[src/sv/atsc_pkg.sv]
// Package for the antenna tuner search controller.
// Holds phase codes, status and wait codes, shared types and constants.
package atsc_pkg;

  localparam int unsigned RelayMaxDefault = 127;
  localparam int unsigned HystDiv = 20;
  localparam int unsigned Sw1KeepLimit = 200;
  localparam int unsigned Sw1KeepGain = 100;
  localparam int unsigned PwrWaitTries = 20;
  localparam int unsigned CfgIdxW = 3;
  localparam int unsigned CfgDataW = 16;

  typedef enum logic [CfgIdxW-1:0] {
    CFG_MIN_POWER = 3'd0,
    CFG_SWR_OK = 3'd1,
    CFG_SWR_GOOD = 3'd2,
    CFG_COARSE_STEP = 3'd3,
    CFG_RETRY_WAIT = 3'd4
  } cfg_idx_e;

  typedef enum logic [3:0] {
    PH_IDLE, PH_FIRST, PH_PWRWAIT, PH_BYPASS, PH_CC_BASE, PH_CC_STEP, PH_CT_MEAS,
    PH_AFTER_COARSE, PH_SH_BASE, PH_SH_STEP, PH_AFTER_SHARP, PH_SW2_FIRST, PH_RETRY
  } phase_e;

  typedef enum logic [3:0] {
    ST_NONE = 4'd0, ST_NOPWR = 4'd1, ST_BYPASS = 4'd2, ST_RETRY = 4'd3,
    ST_COARSE_END = 4'd4, ST_CAP_DONE = 4'd5, ST_IND_DONE = 4'd6, ST_COARSE = 4'd7,
    ST_SW_TRY = 4'd8, ST_SW_BACK = 4'd9, ST_SW_KEEP = 4'd10, ST_FINE = 4'd11,
    ST_OK = 4'd12, ST_DONE = 4'd13, ST_ABORT = 4'd14, ST_SKIP = 4'd15
  } status_e;

  typedef enum logic [2:0] {
    W_NONE = 3'd0, W_10MS = 3'd1, W_50MS = 3'd2, W_200MS = 3'd3, W_500MS = 3'd4,
    W_RETRY = 3'd5
  } wait_e;

  // Classified item handed from the front part to the back part.
  typedef struct packed {
    logic start;
    logic [15:0] g;
  } item_t;

  typedef struct packed {
    logic [6:0] ind_bits;
    logic [6:0] cap_bits;
    logic sw_pos;
    logic measure;
    logic [2:0] wait_class;
    logic [3:0] status;
    logic finished;
    logic last;
  } res_t;

  function automatic logic [16:0] hyst(input logic [16:0] g);
    logic [16:0] q;
    q = 17'((34'(g) * 34'd52429) >> 20);
    if (17'(q * 17'd20) > g) q = q - 17'd1;
    return g + q;
  endfunction

endpackage

[src/sv/atsc_if.sv]
// Valid/ready channel interfaces for the tuner controller.
// Uses no package.
interface atsc_in_if;
  logic valid;
  logic ready;
  logic kind;
  logic [15:0] swr;
  logic [15:0] power;
  modport source(output valid, kind, swr, power, input ready);
  modport sink(input valid, kind, swr, power, output ready);
endinterface

interface atsc_out_if;
  logic valid;
  logic ready;
  logic [6:0] ind_bits;
  logic [6:0] cap_bits;
  logic sw_pos;
  logic measure;
  logic [2:0] wait_class;
  logic [3:0] status;
  logic finished;
  logic last;
  modport source(output valid, ind_bits, cap_bits, sw_pos, measure, wait_class, status,
                 finished, last, input ready);
  modport sink(input valid, ind_bits, cap_bits, sw_pos, measure, wait_class, status,
               finished, last, output ready);
endinterface

interface atsc_cfg_if;
  logic valid;
  logic ready;
  logic [2:0] index;
  logic [15:0] data;
  modport source(output valid, index, data, input ready);
  modport sink(input valid, index, data, output ready);
endinterface

[src/sv/atsc_front.sv]
// Front part: accepts input items, classifies power loss, and queues them.
// Depends on atsc_pkg.
module atsc_front import atsc_pkg::*; (
  input  logic        clk_i,
  input  logic        rst_ni,
  input  logic [15:0] min_power_i,
  input  logic        in_valid_i,
  output logic        in_ready_o,
  input  logic        kind_i,
  input  logic [15:0] swr_i,
  input  logic [15:0] power_i,
  output logic        q_valid_o,
  input  logic        q_ready_i,
  output item_t       q_item_o
);
  // Two-entry queue.
  item_t       mem_q [2];
  logic        wp_q, wp_d, rp_q, rp_d;
  logic [1:0]  cnt_q, cnt_d;
  logic        push, pop;
  item_t       it;

  assign in_ready_o = (cnt_q != 2'd2);
  assign push = in_valid_i && in_ready_o;
  assign q_valid_o = (cnt_q != 2'd0);
  assign pop = q_valid_o && q_ready_i;
  assign q_item_o = mem_q[rp_q];

  always_comb begin
    it.start = !kind_i;
    it.g = (power_i < min_power_i) ? 16'd0 : swr_i;
    wp_d = push ? !wp_q : wp_q;
    rp_d = pop ? !rp_q : rp_q;
    cnt_d = cnt_q + {1'b0, push} - {1'b0, pop};
  end

  always_ff @(posedge clk_i or negedge rst_ni) begin
    if (!rst_ni) begin
      wp_q <= 1'b0;
      rp_q <= 1'b0;
      cnt_q <= 2'd0;
    end else begin
      wp_q <= wp_d;
      rp_q <= rp_d;
      cnt_q <= cnt_d;
    end
  end

  always_ff @(posedge clk_i) begin
    if (push) mem_q[wp_q] <= it;
  end

  assert property (@(posedge clk_i) disable iff (!rst_ni) cnt_q <= 2'd2)
    else $error("queue overflow");
  assert property (@(posedge clk_i) disable iff (!rst_ni)
    (cnt_q == 2'd0) |-> !pop) else $error("pop from empty queue");
  assert property (@(posedge clk_i) disable iff (!rst_ni)
    (push && !pop) |=> (cnt_q == $past(cnt_q) + 2'd1)) else $error("count slip");
endmodule

[src/sv/atsc_back.sv]
// Back part: the search state machine, which turns each classified item into
// up to three results and plays them out through an output register. Depends on atsc_pkg.
module atsc_back import atsc_pkg::*; #(
  parameter int unsigned RelayMax = RelayMaxDefault
) (
  input  logic        clk_i,
  input  logic        rst_ni,
  input  logic [9:0]  swr_ok_i,
  input  logic [9:0]  swr_good_i,
  input  logic [4:0]  coarse_step_i,
  input  logic        q_valid_i,
  output logic        q_ready_o,
  input  item_t       q_item_i,
  output logic        out_valid_o,
  input  logic        out_ready_i,
  output res_t        out_res_o
);
  localparam int unsigned PW = $clog2(RelayMax + 1);
  localparam int unsigned CW = PW + 1;
  localparam logic [CW-1:0] RMAX = CW'(RelayMax);

  phase_e phase_q, phase_d;
  logic [PW-1:0] ind_now_q, ind_now_d, cap_now_q, cap_now_d, rel_ind_q, rel_ind_d;
  logic [PW-1:0] rel_cap_q, rel_cap_d, saved_cap_q, saved_cap_d, best_q, best_d;
  logic [PW-1:0] first_ind_q, first_ind_d, first_cap_q, first_cap_d;
  logic sw_q, sw_d, axis_cap_q, axis_cap_d, fine_q, fine_d, second_q, second_d;
  logic [5:0] ind_span_q, ind_span_d, cap_span_q, cap_span_d, scs_q, scs_d;
  logic [CW-1:0] outer_q, outer_d, inner_q, inner_d;
  logic [16:0] outer_min_q, outer_min_d, inner_min_q, inner_min_d;
  logic [15:0] first_swr_q, first_swr_d, cur_q, cur_d;
  logic [1:0] rem_q, rem_d;
  logic [4:0] pw_q, pw_d;

  // Result buffer: three slots and a count, drained one per cycle while the receiver is ready.
  res_t rb_q [3];
  res_t rb_d [3];
  logic [1:0] rn_q, rn_d, rp_q, rp_d;
  logic [1:0] n;
  logic busy;

  assign busy = (rn_q != 2'd0);
  assign q_ready_o = !busy || (rn_q - rp_q == 2'd1 && out_ready_i);
  assign out_valid_o = busy;
  assign out_res_o = rb_q[rp_q];

  always_comb begin
    logic [15:0] g;
    logic [4:0] st;
    logic [PW-1:0] pos;
    logic [5:0] span;
    logic [CW-1:0] hi, sum;
    logic fsh, sub, post, ctm, ctf, cc, ct, cts, sha, she, shl, shs, sas;
    logic sas_kind, fsh_cap;
    g = q_item_i.g;
    st = (coarse_step_i == 5'd0) ? 5'd1 : coarse_step_i;
    phase_d = phase_q; ind_now_d = ind_now_q; cap_now_d = cap_now_q; rel_ind_d = rel_ind_q;
    rel_cap_d = rel_cap_q; saved_cap_d = saved_cap_q; best_d = best_q;
    first_ind_d = first_ind_q; first_cap_d = first_cap_q; sw_d = sw_q;
    axis_cap_d = axis_cap_q; fine_d = fine_q; second_d = second_q;
    ind_span_d = ind_span_q; cap_span_d = cap_span_q; scs_d = scs_q;
    outer_d = outer_q; inner_d = inner_q; outer_min_d = outer_min_q;
    inner_min_d = inner_min_q; first_swr_d = first_swr_q; cur_d = cur_q;
    rem_d = rem_q; pw_d = pw_q;
    for (int i = 0; i < 3; i++) rb_d[i] = rb_q[i];
    rn_d = rn_q; rp_d = rp_q;
    n = 2'd0;
    pos = '0; span = '0; hi = '0; sum = '0;
    fsh = 0; sub = 0; post = 0; ctm = 0; ctf = 0; cc = 0; ct = 0; cts = 0;
    sha = 0; she = 0; shl = 0; shs = 0; sas = 0; sas_kind = 0; fsh_cap = 0;

    if (busy && out_ready_i) begin
      rp_d = rp_q + 2'd1;
      if (rp_q + 2'd1 == rn_q) begin
        rn_d = 2'd0;
        rp_d = 2'd0;
      end
    end

    if (q_valid_i && q_ready_o) begin
      rn_d = 2'd0; rp_d = 2'd0;
      // Results are emitted through a small macro-like sequence below.
      if (q_item_i.start) begin
        rem_d = 0; pw_d = 0; second_d = 0;
        phase_d = PH_FIRST;
        rb_d[n] = {7'(rel_ind_d), 7'(rel_cap_d), sw_d, 1'b1, W_NONE, ST_NONE, 1'b0, 1'b0};
        n = n + 2'd1;
      end else if (phase_q != PH_IDLE) begin
        cur_d = g;
        if ((phase_q == PH_CC_BASE || phase_q == PH_CC_STEP || phase_q == PH_CT_MEAS) &&
            g == 0 && rem_q == 0) begin
          rem_d = 1;
          rb_d[n] = {7'(rel_ind_d), 7'(rel_cap_d), sw_d, 1'b1, W_200MS, ST_NONE, 2'b00};
          n = n + 2'd1;
        end else begin
          unique case (phase_q)
            PH_FIRST: begin
              if (g == 0) begin
                rb_d[n] = {7'(rel_ind_d), 7'(rel_cap_d), sw_d, 1'b0, W_NONE, ST_NOPWR, 2'b00};
                n = n + 2'd1;
                pw_d = 0; phase_d = PH_PWRWAIT;
                rb_d[n] = {7'(rel_ind_d), 7'(rel_cap_d), sw_d, 1'b1, W_500MS, ST_NONE, 2'b00};
                n = n + 2'd1;
              end else if (g < 16'(swr_good_i)) begin
                phase_d = PH_IDLE;
                rb_d[n] = {7'(rel_ind_d), 7'(rel_cap_d), sw_d, 1'b0, W_NONE, ST_SKIP, 2'b10};
                n = n + 2'd1;
              end else begin
                ind_now_d = 0; cap_now_d = 0; sw_d = 0; rel_ind_d = 0; rel_cap_d = 0;
                phase_d = PH_BYPASS;
                rb_d[n] = {14'd0, 1'b0, 1'b1, W_50MS, ST_NONE, 2'b00};
                n = n + 2'd1;
              end
            end
            PH_PWRWAIT: begin
              pw_d = pw_q + 5'd1;
              if (g != 0) begin
                ind_now_d = 0; cap_now_d = 0; sw_d = 0; rel_ind_d = 0; rel_cap_d = 0;
                phase_d = PH_BYPASS;
                rb_d[n] = {14'd0, 1'b0, 1'b1, W_50MS, ST_NONE, 2'b00};
                n = n + 2'd1;
              end else if (pw_d < 5'(PwrWaitTries)) begin
                rb_d[n] = {7'(rel_ind_d), 7'(rel_cap_d), sw_d, 1'b1, W_500MS, ST_NONE, 2'b00};
                n = n + 2'd1;
              end else begin
                phase_d = PH_IDLE;
                rb_d[n] = {7'(rel_ind_d), 7'(rel_cap_d), sw_d, 1'b0, W_NONE, ST_SKIP, 2'b10};
                n = n + 2'd1;
              end
            end
            PH_BYPASS: begin
              if (g < 16'(swr_good_i)) begin
                phase_d = PH_IDLE;
                rb_d[n] = {7'(rel_ind_d), 7'(rel_cap_d), sw_d, 1'b0, W_NONE, ST_SKIP, 2'b10};
                n = n + 2'd1;
              end else begin
                rb_d[n] = {7'(rel_ind_d), 7'(rel_cap_d), sw_d, 1'b0, W_NONE, ST_BYPASS, 2'b00};
                n = n + 2'd1;
                rb_d[n] = {7'(rel_ind_d), 7'(rel_cap_d), sw_d, 1'b0, W_NONE, ST_COARSE, 2'b00};
                n = n + 2'd1;
                first_swr_d = g; second_d = 0;
                cts = 1;
              end
            end
            PH_CC_BASE: begin
              if (g == 0) ctm = 1;
              else begin
                inner_min_d = hyst({1'b0, g});
                inner_d = CW'(st);
                cc = 1;
              end
            end
            PH_CC_STEP: begin
              if (g == 0) ctm = 1;
              else if ({1'b0, g} < inner_min_q) begin
                inner_min_d = hyst({1'b0, g});
                cap_now_d = PW'(inner_q);
                cap_span_d = 6'(st);
                if (g < 16'(swr_ok_i)) begin
                  rel_cap_d = cap_now_d; ctm = 1;
                end else begin
                  inner_d = inner_q + CW'(st); cc = 1;
                end
              end else begin
                rel_cap_d = cap_now_q; ctm = 1;
              end
            end
            PH_CT_MEAS: begin
              if (g == 0) sub = 1;
              else if ({1'b0, g} < outer_min_q) begin
                outer_min_d = hyst({1'b0, g});
                best_d = PW'(outer_q);
                saved_cap_d = cap_now_q;
                ind_span_d = 6'(st);
                scs_d = cap_span_q;
                if (g < 16'(swr_ok_i)) ctf = 1;
                else begin
                  outer_d = outer_q + CW'(st); ct = 1;
                end
              end else begin
                rb_d[n] = {7'(rel_ind_d), 7'(rel_cap_d), sw_d, 1'b0, W_NONE, ST_COARSE_END,
                           2'b00};
                n = n + 2'd1;
                ctf = 1;
              end
            end
            PH_AFTER_COARSE: begin
              if (g == 0 || g < 16'(swr_ok_i)) sub = 1;
              else begin fsh = 1; fsh_cap = 0; fine_d = 0; end
            end
            PH_SH_BASE: begin
              if (g == 0) sha = 1;
              else begin
                inner_min_d = {1'b0, g};
                pos = axis_cap_q ? cap_now_q : ind_now_q;
                span = axis_cap_q ? cap_span_q : ind_span_q;
                inner_d = (CW'(pos) > CW'(span)) ? CW'(pos) - CW'(span) : '0;
                shl = 1;
              end
            end
            PH_SH_STEP: begin
              if ({1'b0, g} >= inner_min_q && rem_q < 2'd2) begin
                rem_d = rem_q + 2'd1;
                rb_d[n] = {7'(rel_ind_d), 7'(rel_cap_d), sw_d, 1'b1, W_10MS, ST_NONE, 2'b00};
                n = n + 2'd1;
              end else if (g == 0) begin
                if (axis_cap_q) begin cap_now_d = best_q; rel_cap_d = best_q; end
                else begin ind_now_d = best_q; rel_ind_d = best_q; end
                sha = 1;
              end else begin
                if ({1'b0, g} < inner_min_q) begin
                  inner_min_d = {1'b0, g};
                  best_d = PW'(inner_q);
                end
                if ({1'b0, g} < inner_min_q && g < 16'(swr_ok_i)) she = 1;
                else begin inner_d = inner_q + 1'b1; shl = 1; end
              end
            end
            PH_AFTER_SHARP: begin
              if (g == 0 || g < 16'(swr_ok_i)) sub = 1;
              else if (!axis_cap_q) begin fsh = 1; fsh_cap = 1; fine_d = 0; end
              else sas = 1;
            end
            PH_SW2_FIRST: begin
              if (g == 0 || g < 16'(swr_ok_i)) sub = 1; else cts = 1;
            end
            PH_RETRY: begin
              if (g == 0) begin
                ind_now_d = 0; cap_now_d = 0; sw_d = 0; rel_ind_d = 0; rel_cap_d = 0;
                phase_d = PH_IDLE;
                rb_d[n] = {14'd0, 1'b0, 1'b0, W_NONE, ST_ABORT, 2'b10};
                n = n + 2'd1;
              end else begin
                rb_d[n] = {7'(rel_ind_d), 7'(rel_cap_d), sw_d, 1'b0, W_NONE, ST_RETRY, 2'b00};
                n = n + 2'd1;
                post = 1;
              end
            end
            default: phase_d = PH_IDLE;
          endcase

          // Sequenced helpers, in dependency order.
          if (cts) begin
            saved_cap_d = 0; scs_d = 6'(st); ind_span_d = 6'(st);
            outer_min_d = hyst({1'b0, cur_d}); best_d = 0; outer_d = 0; ct = 1;
          end
          if (ct) begin
            if (outer_d > RMAX) ctf = 1;
            else begin
              ind_now_d = PW'(outer_d); rel_ind_d = PW'(outer_d);
              cap_now_d = 0; rel_cap_d = 0; cap_span_d = 6'(st); rem_d = 0;
              phase_d = PH_CC_BASE;
              rb_d[n] = {7'(rel_ind_d), 7'(rel_cap_d), sw_d, 1'b1, W_NONE, ST_NONE, 2'b00};
              n = n + 2'd1;
            end
          end
          if (cc) begin
            if (inner_d > RMAX) begin rel_cap_d = cap_now_d; ctm = 1; end
            else begin
              rel_cap_d = PW'(inner_d); rem_d = 0; phase_d = PH_CC_STEP;
              rb_d[n] = {7'(rel_ind_d), 7'(rel_cap_d), sw_d, 1'b1, W_NONE, ST_NONE, 2'b00};
              n = n + 2'd1;
            end
          end
          if (ctm) begin
            rem_d = 0; phase_d = PH_CT_MEAS;
            rb_d[n] = {7'(rel_ind_d), 7'(rel_cap_d), sw_d, 1'b1, W_NONE, ST_NONE, 2'b00};
            n = n + 2'd1;
          end
          if (ctf) begin
            ind_now_d = best_d; cap_now_d = saved_cap_d; cap_span_d = scs_d;
            rel_ind_d = best_d; rel_cap_d = saved_cap_d; phase_d = PH_AFTER_COARSE;
            rb_d[n] = {7'(rel_ind_d), 7'(rel_cap_d), sw_d, 1'b1, W_10MS, ST_NONE, 2'b00};
            n = n + 2'd1;
          end
          if (shl) begin
            pos = axis_cap_q ? cap_now_d : ind_now_d;
            span = axis_cap_q ? cap_span_d : ind_span_d;
            sum = CW'(pos) + CW'(span);
            hi = (sum > RMAX) ? RMAX : sum;
            if (inner_d <= hi && inner_d == CW'(best_d)) inner_d = inner_d + 1'b1;
            if (inner_d > hi) she = 1;
            else begin
              if (axis_cap_q) rel_cap_d = PW'(inner_d); else rel_ind_d = PW'(inner_d);
              rem_d = 0; phase_d = PH_SH_STEP;
              rb_d[n] = {7'(rel_ind_d), 7'(rel_cap_d), sw_d, 1'b1, W_NONE, ST_NONE, 2'b00};
              n = n + 2'd1;
            end
          end
          if (she) begin
            if (axis_cap_q) begin cap_now_d = best_d; rel_cap_d = best_d; end
            else begin ind_now_d = best_d; rel_ind_d = best_d; end
            rb_d[n] = {7'(rel_ind_d), 7'(rel_cap_d), sw_d, 1'b0, W_NONE,
                       axis_cap_q ? ST_CAP_DONE : ST_IND_DONE, 2'b00};
            n = n + 2'd1;
            sha = 1;
          end
          if (sha) begin
            if (fine_q) begin
              if (!axis_cap_q) begin fsh = 1; fsh_cap = 1; fine_d = 1; end
              else begin
                phase_d = PH_IDLE;
                rb_d[n] = {7'(rel_ind_d), 7'(rel_cap_d), sw_d, 1'b0, W_NONE, ST_DONE, 2'b10};
                n = n + 2'd1;
              end
            end else if (cur_d == 0) sub = 1;
            else begin
              phase_d = PH_AFTER_SHARP;
              rb_d[n] = {7'(rel_ind_d), 7'(rel_cap_d), sw_d, 1'b1, W_NONE, ST_NONE, 2'b00};
              n = n + 2'd1;
            end
          end
          if (sas) begin
            if (!second_q) begin
              if (g < 16'(Sw1KeepLimit) && g < first_swr_q &&
                  first_swr_q - g > 16'(Sw1KeepGain)) sub = 1;
              else begin
                first_swr_d = g; first_ind_d = ind_now_q; first_cap_d = cap_now_q;
                rb_d[n] = {7'(rel_ind_d), 7'(rel_cap_d), sw_d, 1'b0, W_NONE, ST_SW_TRY, 2'b00};
                n = n + 2'd1;
                sw_d = !sw_q;
                ind_now_d = 0; cap_now_d = 0; rel_ind_d = 0; rel_cap_d = 0;
                second_d = 1; phase_d = PH_SW2_FIRST;
                rb_d[n] = {14'd0, sw_d, 1'b1, W_50MS, ST_NONE, 2'b00};
                n = n + 2'd1;
              end
            end else begin
              sas_kind = (g > first_swr_q);
              rb_d[n] = {7'(rel_ind_d), 7'(rel_cap_d), sw_d, 1'b0, W_NONE,
                         sas_kind ? ST_SW_BACK : ST_SW_KEEP, 2'b00};
              n = n + 2'd1;
              if (sas_kind) begin
                sw_d = !sw_q;
                ind_now_d = first_ind_q; cap_now_d = first_cap_q;
                rel_ind_d = first_ind_q; rel_cap_d = first_cap_q; cur_d = first_swr_q;
              end
              sub = 1;
            end
          end
          if (sub) begin
            if (cur_d == 0) begin
              phase_d = PH_RETRY;
              rb_d[n] = {7'(rel_ind_d), 7'(rel_cap_d), sw_d, 1'b1, W_RETRY, ST_NONE, 2'b00};
              n = n + 2'd1;
            end else post = 1;
          end
          if (post) begin
            if (cur_d < 16'(swr_ok_i)) begin
              phase_d = PH_IDLE;
              rb_d[n] = {7'(rel_ind_d), 7'(rel_cap_d), sw_d, 1'b0, W_NONE, ST_OK, 2'b10};
              n = n + 2'd1;
            end else begin
              rb_d[n] = {7'(rel_ind_d), 7'(rel_cap_d), sw_d, 1'b0, W_NONE, ST_FINE, 2'b00};
              n = n + 2'd1;
              ind_span_d = 6'(st); cap_span_d = 6'(st);
              fsh = 1; fsh_cap = 0; fine_d = 1;
            end
          end
          if (fsh) begin
            axis_cap_d = fsh_cap;
            best_d = fsh_cap ? cap_now_d : ind_now_d;
            phase_d = PH_SH_BASE;
            rb_d[n] = {7'(rel_ind_d), 7'(rel_cap_d), sw_d, 1'b1, W_NONE, ST_NONE, 2'b00};
            n = n + 2'd1;
          end
        end
      end
      if (n != 2'd0) rb_d[n - 2'd1].last = 1'b1;
      rn_d = n;
    end
  end

  always_ff @(posedge clk_i or negedge rst_ni) begin
    if (!rst_ni) begin
      phase_q <= PH_IDLE;
      ind_now_q <= '0; cap_now_q <= '0; rel_ind_q <= '0; rel_cap_q <= '0;
      saved_cap_q <= '0; best_q <= '0; first_ind_q <= '0; first_cap_q <= '0;
      sw_q <= 1'b0; axis_cap_q <= 1'b0; fine_q <= 1'b0; second_q <= 1'b0;
      ind_span_q <= '0; cap_span_q <= '0; scs_q <= '0;
      outer_q <= '0; inner_q <= '0; outer_min_q <= '0; inner_min_q <= '0;
      first_swr_q <= '0; cur_q <= '0; rem_q <= '0; pw_q <= '0;
      rn_q <= '0; rp_q <= '0;
    end else begin
      phase_q <= phase_d;
      ind_now_q <= ind_now_d; cap_now_q <= cap_now_d; rel_ind_q <= rel_ind_d;
      rel_cap_q <= rel_cap_d; saved_cap_q <= saved_cap_d; best_q <= best_d;
      first_ind_q <= first_ind_d; first_cap_q <= first_cap_d;
      sw_q <= sw_d; axis_cap_q <= axis_cap_d; fine_q <= fine_d; second_q <= second_d;
      ind_span_q <= ind_span_d; cap_span_q <= cap_span_d; scs_q <= scs_d;
      outer_q <= outer_d; inner_q <= inner_d; outer_min_q <= outer_min_d;
      inner_min_q <= inner_min_d; first_swr_q <= first_swr_d; cur_q <= cur_d;
      rem_q <= rem_d; pw_q <= pw_d;
      rn_q <= rn_d; rp_q <= rp_d;
    end
  end

  always_ff @(posedge clk_i) begin
    for (int i = 0; i < 3; i++) rb_q[i] <= rb_d[i];
  end

  assert property (@(posedge clk_i) disable iff (!rst_ni) rn_q <= 2'd3)
    else $error("result count out of range");
  assert property (@(posedge clk_i) disable iff (!rst_ni)
    busy |-> (rp_q < rn_q)) else $error("read pointer past results");
  assert property (@(posedge clk_i) disable iff (!rst_ni)
    (out_valid_o && out_res_o.finished) |-> out_res_o.last)
    else $error("closing status not last");
endmodule

[src/sv/atsc_cfg.sv]
// Configuration register file for the tuner controller.
// Depends on atsc_pkg.
module atsc_cfg import atsc_pkg::*; (
  input  logic                clk_i,
  input  logic                rst_ni,
  input  logic                wr_i,
  input  logic [CfgIdxW-1:0]  index_i,
  input  logic [CfgDataW-1:0] data_i,
  output logic [15:0]         min_power_o,
  output logic [9:0]          swr_ok_o,
  output logic [9:0]          swr_good_o,
  output logic [4:0]          coarse_step_o
);
  logic [15:0] mp_q;
  logic [9:0]  ok_q, gd_q;
  logic [4:0]  cs_q;

  always_ff @(posedge clk_i or negedge rst_ni) begin
    if (!rst_ni) begin
      mp_q <= 16'd10; ok_q <= 10'd110; gd_q <= 10'd120; cs_q <= 5'd3;
    end else if (wr_i) begin
      unique case (index_i)
        CFG_MIN_POWER:   mp_q <= data_i;
        CFG_SWR_OK:      ok_q <= data_i[9:0];
        CFG_SWR_GOOD:    gd_q <= data_i[9:0];
        CFG_COARSE_STEP: cs_q <= data_i[4:0];
        default: ;
      endcase
    end
  end

  assign min_power_o = mp_q;
  assign swr_ok_o = ok_q;
  assign swr_good_o = gd_q;
  assign coarse_step_o = cs_q;
endmodule

[src/sv/antenna_tuner_search_controller.sv]
// Top level of the antenna tuner search controller.
// Uses channel interfaces from atsc_if and modules atsc_cfg, atsc_front, atsc_back.
//
// Channels: in (kind, swr, power), out (one result per transfer), cfg (index, data).
// A start item (kind 0) begins a tune; each later measurement while a tune runs moves
// the search by one step and yields one to three results, the final one marked by last.
// Measurements with power below min_power count as lost signal.
// The first result passes through the queue, then the output buffer, both
// registered, before it is valid. Throughput: one input per cycle when each
// input gives one result and the receiver keeps ready high; an input with
// more than one result holds the output buffer until all have transferred
// through the single output port.
// A two-entry queue sits between front and back, so input transfers continue
// for two items while the receiver stalls; then ready drops.
// Reset clears the phase to idle, relays to zero and registers to defaults.
// The retry wait that wait class 5 refers to is kept by the host; a write to its
// index is accepted and changes nothing here.
// Configuration writes are always ready and should be made while idle.
module antenna_tuner_search_controller import atsc_pkg::*; #(
  parameter int unsigned RelayMax = RelayMaxDefault
) (
  input  logic clk_i,
  input  logic rst_ni,
  atsc_in_if.sink    in_if,
  atsc_out_if.source out_if,
  atsc_cfg_if.sink   cfg_if
);
  logic [15:0] min_power;
  logic [9:0]  swr_ok, swr_good;
  logic [4:0]  coarse_step;
  logic        q_valid, q_ready;
  item_t       q_item;
  res_t        res;

  assign cfg_if.ready = 1'b1;

  atsc_cfg u_cfg (
    .clk_i, .rst_ni,
    .wr_i(cfg_if.valid), .index_i(cfg_if.index), .data_i(cfg_if.data),
    .min_power_o(min_power), .swr_ok_o(swr_ok), .swr_good_o(swr_good),
    .coarse_step_o(coarse_step)
  );

  atsc_front u_front (
    .clk_i, .rst_ni, .min_power_i(min_power),
    .in_valid_i(in_if.valid), .in_ready_o(in_if.ready),
    .kind_i(in_if.kind), .swr_i(in_if.swr), .power_i(in_if.power),
    .q_valid_o(q_valid), .q_ready_i(q_ready), .q_item_o(q_item)
  );

  atsc_back #(.RelayMax(RelayMax)) u_back (
    .clk_i, .rst_ni, .swr_ok_i(swr_ok), .swr_good_i(swr_good),
    .coarse_step_i(coarse_step),
    .q_valid_i(q_valid), .q_ready_o(q_ready), .q_item_i(q_item),
    .out_valid_o(out_if.valid), .out_ready_i(out_if.ready), .out_res_o(res)
  );

  assign out_if.ind_bits = res.ind_bits;
  assign out_if.cap_bits = res.cap_bits;
  assign out_if.sw_pos = res.sw_pos;
  assign out_if.measure = res.measure;
  assign out_if.wait_class = res.wait_class;
  assign out_if.status = res.status;
  assign out_if.finished = res.finished;
  assign out_if.last = res.last;
endmodule
[src/flat_wrapper.sv]
// flat-port wrapper written by rule: the top's interface ports become plain ports
module antenna_tuner_search_controller_flat import atsc_pkg::*;
#(
  parameter int unsigned RelayMax = RelayMaxDefault
)
  (clk_i, rst_ni, in_if_valid, in_if_kind, in_if_swr, in_if_power, in_if_ready, out_if_valid, out_if_ind_bits, out_if_cap_bits, out_if_sw_pos, out_if_measure, out_if_wait_class, out_if_status, out_if_finished, out_if_last, out_if_ready, cfg_if_valid, cfg_if_index, cfg_if_data, cfg_if_ready);
  atsc_in_if in_if_i ();
  atsc_out_if out_if_i ();
  atsc_cfg_if cfg_if_i ();
  input  logic clk_i;
  input  logic rst_ni;
  input wire logic [$bits(in_if_i.valid)-1:0] in_if_valid;
  input wire logic [$bits(in_if_i.kind)-1:0] in_if_kind;
  input wire logic [$bits(in_if_i.swr)-1:0] in_if_swr;
  input wire logic [$bits(in_if_i.power)-1:0] in_if_power;
  output wire logic [$bits(in_if_i.ready)-1:0] in_if_ready;
  output wire logic [$bits(out_if_i.valid)-1:0] out_if_valid;
  output wire logic [$bits(out_if_i.ind_bits)-1:0] out_if_ind_bits;
  output wire logic [$bits(out_if_i.cap_bits)-1:0] out_if_cap_bits;
  output wire logic [$bits(out_if_i.sw_pos)-1:0] out_if_sw_pos;
  output wire logic [$bits(out_if_i.measure)-1:0] out_if_measure;
  output wire logic [$bits(out_if_i.wait_class)-1:0] out_if_wait_class;
  output wire logic [$bits(out_if_i.status)-1:0] out_if_status;
  output wire logic [$bits(out_if_i.finished)-1:0] out_if_finished;
  output wire logic [$bits(out_if_i.last)-1:0] out_if_last;
  input wire logic [$bits(out_if_i.ready)-1:0] out_if_ready;
  input wire logic [$bits(cfg_if_i.valid)-1:0] cfg_if_valid;
  input wire logic [$bits(cfg_if_i.index)-1:0] cfg_if_index;
  input wire logic [$bits(cfg_if_i.data)-1:0] cfg_if_data;
  output wire logic [$bits(cfg_if_i.ready)-1:0] cfg_if_ready;
  assign in_if_i.valid = in_if_valid;
  assign in_if_i.kind = in_if_kind;
  assign in_if_i.swr = in_if_swr;
  assign in_if_i.power = in_if_power;
  assign in_if_ready = in_if_i.ready;
  assign out_if_valid = out_if_i.valid;
  assign out_if_ind_bits = out_if_i.ind_bits;
  assign out_if_cap_bits = out_if_i.cap_bits;
  assign out_if_sw_pos = out_if_i.sw_pos;
  assign out_if_measure = out_if_i.measure;
  assign out_if_wait_class = out_if_i.wait_class;
  assign out_if_status = out_if_i.status;
  assign out_if_finished = out_if_i.finished;
  assign out_if_last = out_if_i.last;
  assign out_if_i.ready = out_if_ready;
  assign cfg_if_i.valid = cfg_if_valid;
  assign cfg_if_i.index = cfg_if_index;
  assign cfg_if_i.data = cfg_if_data;
  assign cfg_if_ready = cfg_if_i.ready;
  antenna_tuner_search_controller #(.RelayMax(RelayMax)) u_core (.clk_i(clk_i), .rst_ni(rst_ni), .in_if(in_if_i), .out_if(out_if_i), .cfg_if(cfg_if_i));
endmodule
[config.mk]
export PLATFORM = sky130hd
export DESIGN_NAME = antenna_tuner_search_controller_flat
export DESIGN_NICKNAME = d
export VERILOG_FILES = /design/src/sv/atsc_pkg.sv /design/src/sv/atsc_if.sv /design/src/sv/atsc_front.sv /design/src/sv/atsc_back.sv /design/src/sv/atsc_cfg.sv /design/src/sv/antenna_tuner_search_controller.sv /design/src/flat_wrapper.sv
export SDC_FILE = /design/constraint.sdc
export NUM_CORES = 2
export LEC_CHECK = 0
export ABC_CLOCK_PERIOD_IN_PS = 15700
export BUFFER_PORTS_ARGS = -buffer_cell sky130_fd_sc_hd__buf_2
export CAP_MARGIN = 20
export CORE_ASPECT_RATIO = 0.7
export CORE_MARGIN = 2
export CORE_UTILIZATION = 38
export DETAILED_ROUTE_END_ITERATION = 8
export PLACE_DENSITY = 0.67
export SLEW_MARGIN = 5
export SYNTH_ARGS = -nofsm -noshare
export SYNTH_HDL_FRONTEND = slang
export SYNTH_HIERARCHICAL = 1
export SYNTH_SLANG_ARGS = --single-unit
[constraint.sdc]
create_clock -name clk_i -period 15.7 [get_ports clk_i]
set_input_delay 3.14 -clock clk_i [delete_from_list [all_inputs] [get_ports clk_i]]
set_output_delay 3.14 -clock clk_i [all_outputs]
set_load 0.01 [all_outputs]
Yosys cells after proc, flatten, opt, wreduce, memory -nomap -nowiden
Memories as Yosys holds them, arrays and structs flattened.
Index checks and enable logic that the tools add are counted.
{"block": "totals", "ff_bits": 204, "ramBits": 109, "in_bits": 57, "output_inout_bits": 28, "wordCells": 917, "mem_count": 2}
{"name": "u_core.u_back.rb_q", "depth": 3, "width": 25, "rd": 4, "rd_clocked_by_memory_dff": 0, "write_ports": 3, "line_no": "atsc_back.sv:35", "source": "res_t rb_q [3];"}
{"name": "u_core.u_front.mem_q", "depth": 2, "width": 17, "rd": 1, "rd_clocked_by_memory_dff": 0, "write_ports": 1, "line_no": "atsc_front.sv:17", "source": "item_t mem_q [2];"}
{"block": "classes", "add_sub_neg": 31, "multipliers": 2, "n_lt_le_gt_ge": 46, "n_eq_ne": 29, "muxes": 692, "bitwise": 17, "n_reduce_logical": 66}
{"operator": "75-bit 2-to-1 mux", "count": 64}
{"operator": "75-bit bitwise mux", "count": 16}
{"operator": "7-bit 2-to-1 mux", "count": 153}
{"operator": "25-bit 2-to-1 mux", "count": 32}
{"operator": "25-bit demux with 2-bit select", "count": 13}
{"operator": "17-bit 2-to-1 mux", "count": 37}
{"operator": "8-bit 2-to-1 mux", "count": 30}
{"operator": "16-bit 2-to-1 mux", "count": 13}
{"operator": "2-bit 2-to-1 mux", "count": 92}
{"operator": "6-bit 2-to-1 mux", "count": 29}
{"operator": "50-bit 2-to-1 mux", "count": 3}
{"operator": "25-bit case mux with 6 select lines", "count": 1}
{"operator": "1-bit 2-to-1 mux", "count": 148}
{"operator": "4-bit 2-to-1 mux", "count": 35}
{"operator": "7-bit case mux with 5 select lines", "count": 2}
{"operator": "16-bit by 17-bit adder with 17-bit output", "count": 4}
{"operator": "17-bit case mux with 4 select lines", "count": 1}
{"operator": "7-bit case mux with 4 select lines", "count": 2}
{"operator": "25-bit case mux with 2 select lines", "count": 1}
{"operator": "16-bit by 10-bit less-than comparator with 1-bit output", "count": 3}
{"operator": "3-bit >= comparator (second input constant)", "count": 13}
{"operator": "3-bit by 1-bit less-than comparator with 1-bit output (second input constant)", "count": 13}
{"operator": "2-bit NOT with 3-bit output", "count": 13}
{"operator": "16-bit by 17-bit less-than comparator with 1-bit output", "count": 2}
{"operator": "68 further kinds", "count": 163}

Depth between registers and ports, before layout
{"block": "depth", "word_depth": 99, "depth_mapped": 78, "ltp_nobuf": 70}

Modules after synthesis
Netlist, hierarchy kept.
{"module": "atsc_back", "n_inst": 1, "cells_per_inst": 3829, "area_per_inst_um2": 29888.7, "seq_area_each_um2": 6231.0}
{"module": "atsc_front", "n_inst": 1, "cells_per_inst": 142, "area_per_inst_um2": 1931.9, "seq_area_each_um2": 1121.1}
{"module": "atsc_cfg", "n_inst": 1, "cells_per_inst": 89, "area_per_inst_um2": 1580.3, "seq_area_each_um2": 1042.2}
{"module": "antenna_tuner_search_controller", "n_inst": 1, "cells_per_inst": 2, "area_per_inst_um2": 11.3, "seq_area_each_um2": 0.0}

Least setup slack after synthesis
No wires, ideal clock.
{"block": "synth_path", "path_kind": "reg-to-reg", "startpoint": "register u_core.u_front.rp_q", "endpoint": "register (tool-made name)", "setup_time_ps": 259, "t_arrival_ps": 14851, "t_required_ps": 15441, "slack_ps": 590, "path_stages_with_launch": 75, "n_path_buf": 9, "period_less_slack_ps": 15110, "path_cell_list": "dfrtp_1 -> clkbuf_1 -> clkbuf_1 -> mux2_2 -> ha_1 -> and2_0 -> o2111ai_1 -> o21a_1 -> o21ai_1 -> clkbuf_1 -> nand2_1 -> nor2_1 -> nand2_1 -> nand2_1 -> clkbuf_1 -> buf_1 -> nor2_1 -> a21oi_1 -> (+39 left out) -> inv_1 -> ha_1 -> o31ai_1 -> nand4_1 -> o211ai_1 -> inv_1 -> ha_1 -> nand2b_1 -> o21ai_0 -> ha_1 -> o211ai_1 -> inv_1 -> ha_1 -> a211oi_4 -> nand2b_1 -> buf_4 -> nor2_1 -> a211o_1"}
{"item": "start, declared", "line_no": "atsc_front.sv:18", "source": "logic wp_q, wp_d, rp_q, rp_d;"}
{"item": "start signal, assigned", "line_no": "atsc_front.sv:44", "source": "rp_q <= rp_d;"}

==> out/metrics.csv <==
stage,metric,value,unit
floorplanning,die boundary width,358.4,µm
logic_synthesis,number of distinct standard cells referenced by the synthesized netlist,121,
logic_synthesis,sequential-to-total area share from yosys stat,0.2512,
cts,clock tree from TritonCTS,done,
route,mean number of vias per cell,6.308,
cts,count of hold-fix buffers inserted at cts,0,
cts,post-cts repair resize count,0,
setup_path,endpoint arrival time on the critical path,15.22,ns
final_layout,number of fillers in the final layout,8581,
route,drt first pass iters,7,
place,post-place setup slack,0.6955,ns
sta,setup TNS,0,ns
logic_synthesis,Synth Register Bits,313,
sta,final worst clock skew,0.01946,ns
cts,number of clock sinks,313,
floorplanning,total I/O pin count,85,
floorplanning,initial standard-cell utilization of the core,0.3858,
sta,worst rel slew slack,0.1263,
logic_synthesis,share of flip-flops with an asynchronous set or reset after synthesis,0.6518,
sta,Final Hold Fails,0,
final_layout,final cell area excluding filler cells,0.03703,mm²
floorplanning,die height,252.1,µm
place,instance area after placement,0.03559,mm²
logic_synthesis,top cell type by total area after synthesis,sky130_fd_sc_hd__dfrtp_1,
logic_synthesis,portion of synthesized cell area occupied by the leading cell type,0.1430,
global_route,initial antenna violation count,4,
sta,worst hold-check slack,0.4780,ns
floorplanning,die footprint,0.09035,mm²
final_layout,area added between synthesis and finish,10.82,%
sta,ratio of final minimum period to clock period,0.9493,
final_layout,Total Nets Final,4624,
sta,minimum period implied by the final worst setup slack,14.90,ns
route,routed via count,33520,
worst_hold_path,HP Class,register to register,
logic_synthesis,largest cells by area after synthesis,"sky130_fd_sc_hd__dfrtp_1 (14%), sky130_fd_sc_hd__ha_1 (13%), sky130_fd_sc_hd__edfxtp_1 (9.8%), sky130_fd_sc_hd__nand2_1 (5.9%), sky130_fd_sc_hd__fa_1 (5.3%)",
setup_path,highest fanout seen on the critical path,11,
final_layout,ratio of cells with drive above 1 in the final layout,0.1273,
global_route,maximum number of pins on one net before global-route repair,108,
route,detailed-route DRC error count,0,
global_route,total track usage,0.3043,
route,wire length on met2,52470,µm
route,uppermost layer routed,met5,
cts,clock network latency to the later pin of the worst-skew pair,0.61,ns
run,maximum capacitance violations,0,
setup_path,cell depth of the worst flop-to-flop path,68,
logic_synthesis,gate count of the mapped netlist,4062,
run_status,outcome,"complete, no violations",
place,count of input and output buffers,83,
cts,H-tree levels,2,
place,detailed placement HPWL,109400,µm
route,remaining antenna violation count,0,
cts,Post-CTS Setup Repair Bufs,0,
place,gp weighted congestion,1.102,
logic_synthesis,synthesized cell area,0.03341,mm²
route,detailed-routing wirelength on met1,61850,µm
global_route,vias in the first global route,31380,
global_route,wire length of the first global-routing pass,207500,µm
route,sum of met3 wire segment lengths after detailed routing,21670,µm
floorplanning,number of core rows,90,
sta,transition at the pin with the smallest max-transition slack,1.294,ns
logic_synthesis,warning count from the yosys run,6,
setup_path,Crit Path Class,register to register,
route,First DRT Iteration DRCs,5293,
route,wire length per cell,26.29,µm
logic_synthesis,number of enable flip-flop cells after synthesis,109,
route,Routed WL,139700,µm
setup_path,CP startpoint,u_core/u_front/rp_q$_DFFE_PN0P_,
sta,Setup WS post-layout,0.7959,ns
sta,setup repair after global routing missed its margin,no,
cts,largest buffer count on any clock path,3,
setup_path,worst reg2reg path startpoint,u_core/u_front/rp_q$_DFFE_PN0P_,
sta,Fmax,0.06710,GHz
logic_synthesis,most common flop cell mapped by yosys,sky130_fd_sc_hd__dfrtp_1,
setup_path,Register-to-Register Setup Slack,0.80,ns
logic_synthesis,syn_area_per_cell,8.226,µm²
setup_path,sort of element at the start of the critical path,register,
floorplanning,area of the core,0.08660,mm²
setup_path,data required time at the worst endpoint,16.01,ns
cts,number of buffers added by the clock tree synthesis step,40,
setup_path,cell with the biggest individual delay on the critical path,sky130_fd_sc_hd__mux2_2,
setup_path,stage delay of the slowest cell on the critical path,0.55,ns
setup_path,dominant cell type by count on the critical path,sky130_fd_sc_hd__ha_1,
cts,clock-pin transition on the worst setup and hold timing paths,0.07,ns
cts,Clock Tree Root,sky130_fd_sc_hd__clkbuf_16,
setup_path,CP Capture Type,register,
global_route,overflow left after global routing,0,
sta,Final Max Slew Viols,0,
sta,Setup-failing EPs final,0,
-- placed cells by master, fill, tap and decap left out, types with 70 or more instances in the layout --
| master | instances |
|---|---|
| sky130_fd_sc_hd__a211oi_1 | 77 |
| sky130_fd_sc_hd__a21oi_1 | 281 |
| sky130_fd_sc_hd__buf_2 | 82 |
| sky130_fd_sc_hd__buf_4 | 147 |
| sky130_fd_sc_hd__dfrtp_1 | 188 |
| sky130_fd_sc_hd__edfxtp_1 | 109 |
| sky130_fd_sc_hd__fa_1 | 88 |
| sky130_fd_sc_hd__ha_1 | 349 |
| sky130_fd_sc_hd__inv_1 | 323 |
| sky130_fd_sc_hd__mux2_2 | 110 |
| sky130_fd_sc_hd__mux2i_1 | 83 |
| sky130_fd_sc_hd__nand2_1 | 520 |
| sky130_fd_sc_hd__nand3_1 | 98 |
| sky130_fd_sc_hd__nor2_1 | 303 |
| sky130_fd_sc_hd__nor3_1 | 70 |
| sky130_fd_sc_hd__o211ai_1 | 85 |
| sky130_fd_sc_hd__o21ai_0 | 294 |
-- metal layers --
| layer | track usage | vias up |
|---|---|---|
| met2 | 0.4006 | 2312 |
| met1 | 0.4549 | 16070 |
| met4 | 0.07448 | 8 |
| met3 | 0.1177 | 301 |
| met5 | 0.002162 | - |
| li1 | - | 14830 |
-- cell usage after synthesis (77+ instances only) --
cell type                  number
sky130_fd_sc_hd__o211ai_1      85
sky130_fd_sc_hd__mux2i_1       84
sky130_fd_sc_hd__fa_1          88
sky130_fd_sc_hd__clkbuf_1     160
sky130_fd_sc_hd__dfrtp_1      191
sky130_fd_sc_hd__a211oi_1      77
sky130_fd_sc_hd__a21oi_1      286
sky130_fd_sc_hd__inv_1        324
sky130_fd_sc_hd__o21ai_0      295
sky130_fd_sc_hd__nand2_1      522
sky130_fd_sc_hd__nand3_1       99
sky130_fd_sc_hd__mux2_2       111
sky130_fd_sc_hd__edfxtp_1     109
sky130_fd_sc_hd__ha_1         349
sky130_fd_sc_hd__nor2_1       306
-- layout make-up --
cell class / instances / area (µm²) / share of cell area
sequential: 313 / 8398 / 0.2268
tap: 1150 / 1439 / 0.03886
inverter: 326 / 1229 / 0.03318
clock inverter: 25 / 188.9 / 0.005102
multi-input combinational: 3215 / 23060 / 0.6227
clock buffer: 49 / 1129 / 0.03048
timing repair buffer: 234 / 1584 / 0.04278
antenna: 2 / 5.005 / 0.0001352
-- how the worst min path moves through the flow --
stage,startpoint,to,cells past startpoint
after CTS,u_core/u_back/outer_min_q[0]$_DFFE_PN0P_,u_core/u_back/outer_min_q[0]$_DFFE_PN0P_,2
after detailed placement,u_core/u_back/outer_min_q[0]$_DFFE_PN0P_,u_core/u_back/outer_min_q[0]$_DFFE_PN0P_,2
after global placement,u_core/u_back/outer_min_q[0]$_DFFE_PN0P_,u_core/u_back/outer_min_q[0]$_DFFE_PN0P_,2
after floorplan,u_core/u_back/outer_min_q[0]$_DFFE_PN0P_,u_core/u_back/outer_min_q[0]$_DFFE_PN0P_,2
after global routing,u_core/u_back/outer_min_q[10]$_DFFE_PN0P_,u_core/u_back/outer_min_q[10]$_DFFE_PN0P_,2
final,u_core/u_back/outer_min_q[0]$_DFFE_PN0P_,u_core/u_back/outer_min_q[0]$_DFFE_PN0P_,2
-- critical path: cells and delay by family, from the launching register on --
family                     cells  cell delay, ns
and+or+nand+nor               25            4.80
adders and majority gates     10            2.89
DFF                            1            0.47
muxes                          2            0.71
AOI/OAI and AO/OA             22            4.45
buffers and inverters          9            1.27
-- kinds of logic (layout without fill, tap and decap cells) --
| group | count (synthesis) | after routing | share of synthesized area |
|---|---|---|---|
| AO/OA/AOI/OAI | 1248 | 1248 | 0.2464 |
| XOR/XNOR | 96 | 96 | 0.02539 |
| adder cells (fa/ha/maj) | 437 | 437 | 0.1834 |
| buffers and inverters | 535 | 634 | 0.06258 |
| flip-flops | 313 | 313 | 0.2512 |
| multiplexers | 196 | 196 | 0.06302 |
| other | 2 | 5 | 0.0002248 |
| AND/OR/NAND/NOR | 1235 | 1235 | 0.1678 |
-- metrics by stage --
stage          utilization  std cells
4_1_cts             0.4262       5307
3_5_place_dp        0.4110       5233
5_1_grt             0.4275       5312
2_1_floorplan            -       4063
3_3_place_gp        0.4110       5233
6_report            0.4276       5314
Power is not shown: default switching activity piles up to over one toggle a cycle in this logic, so the estimate is an artifact.
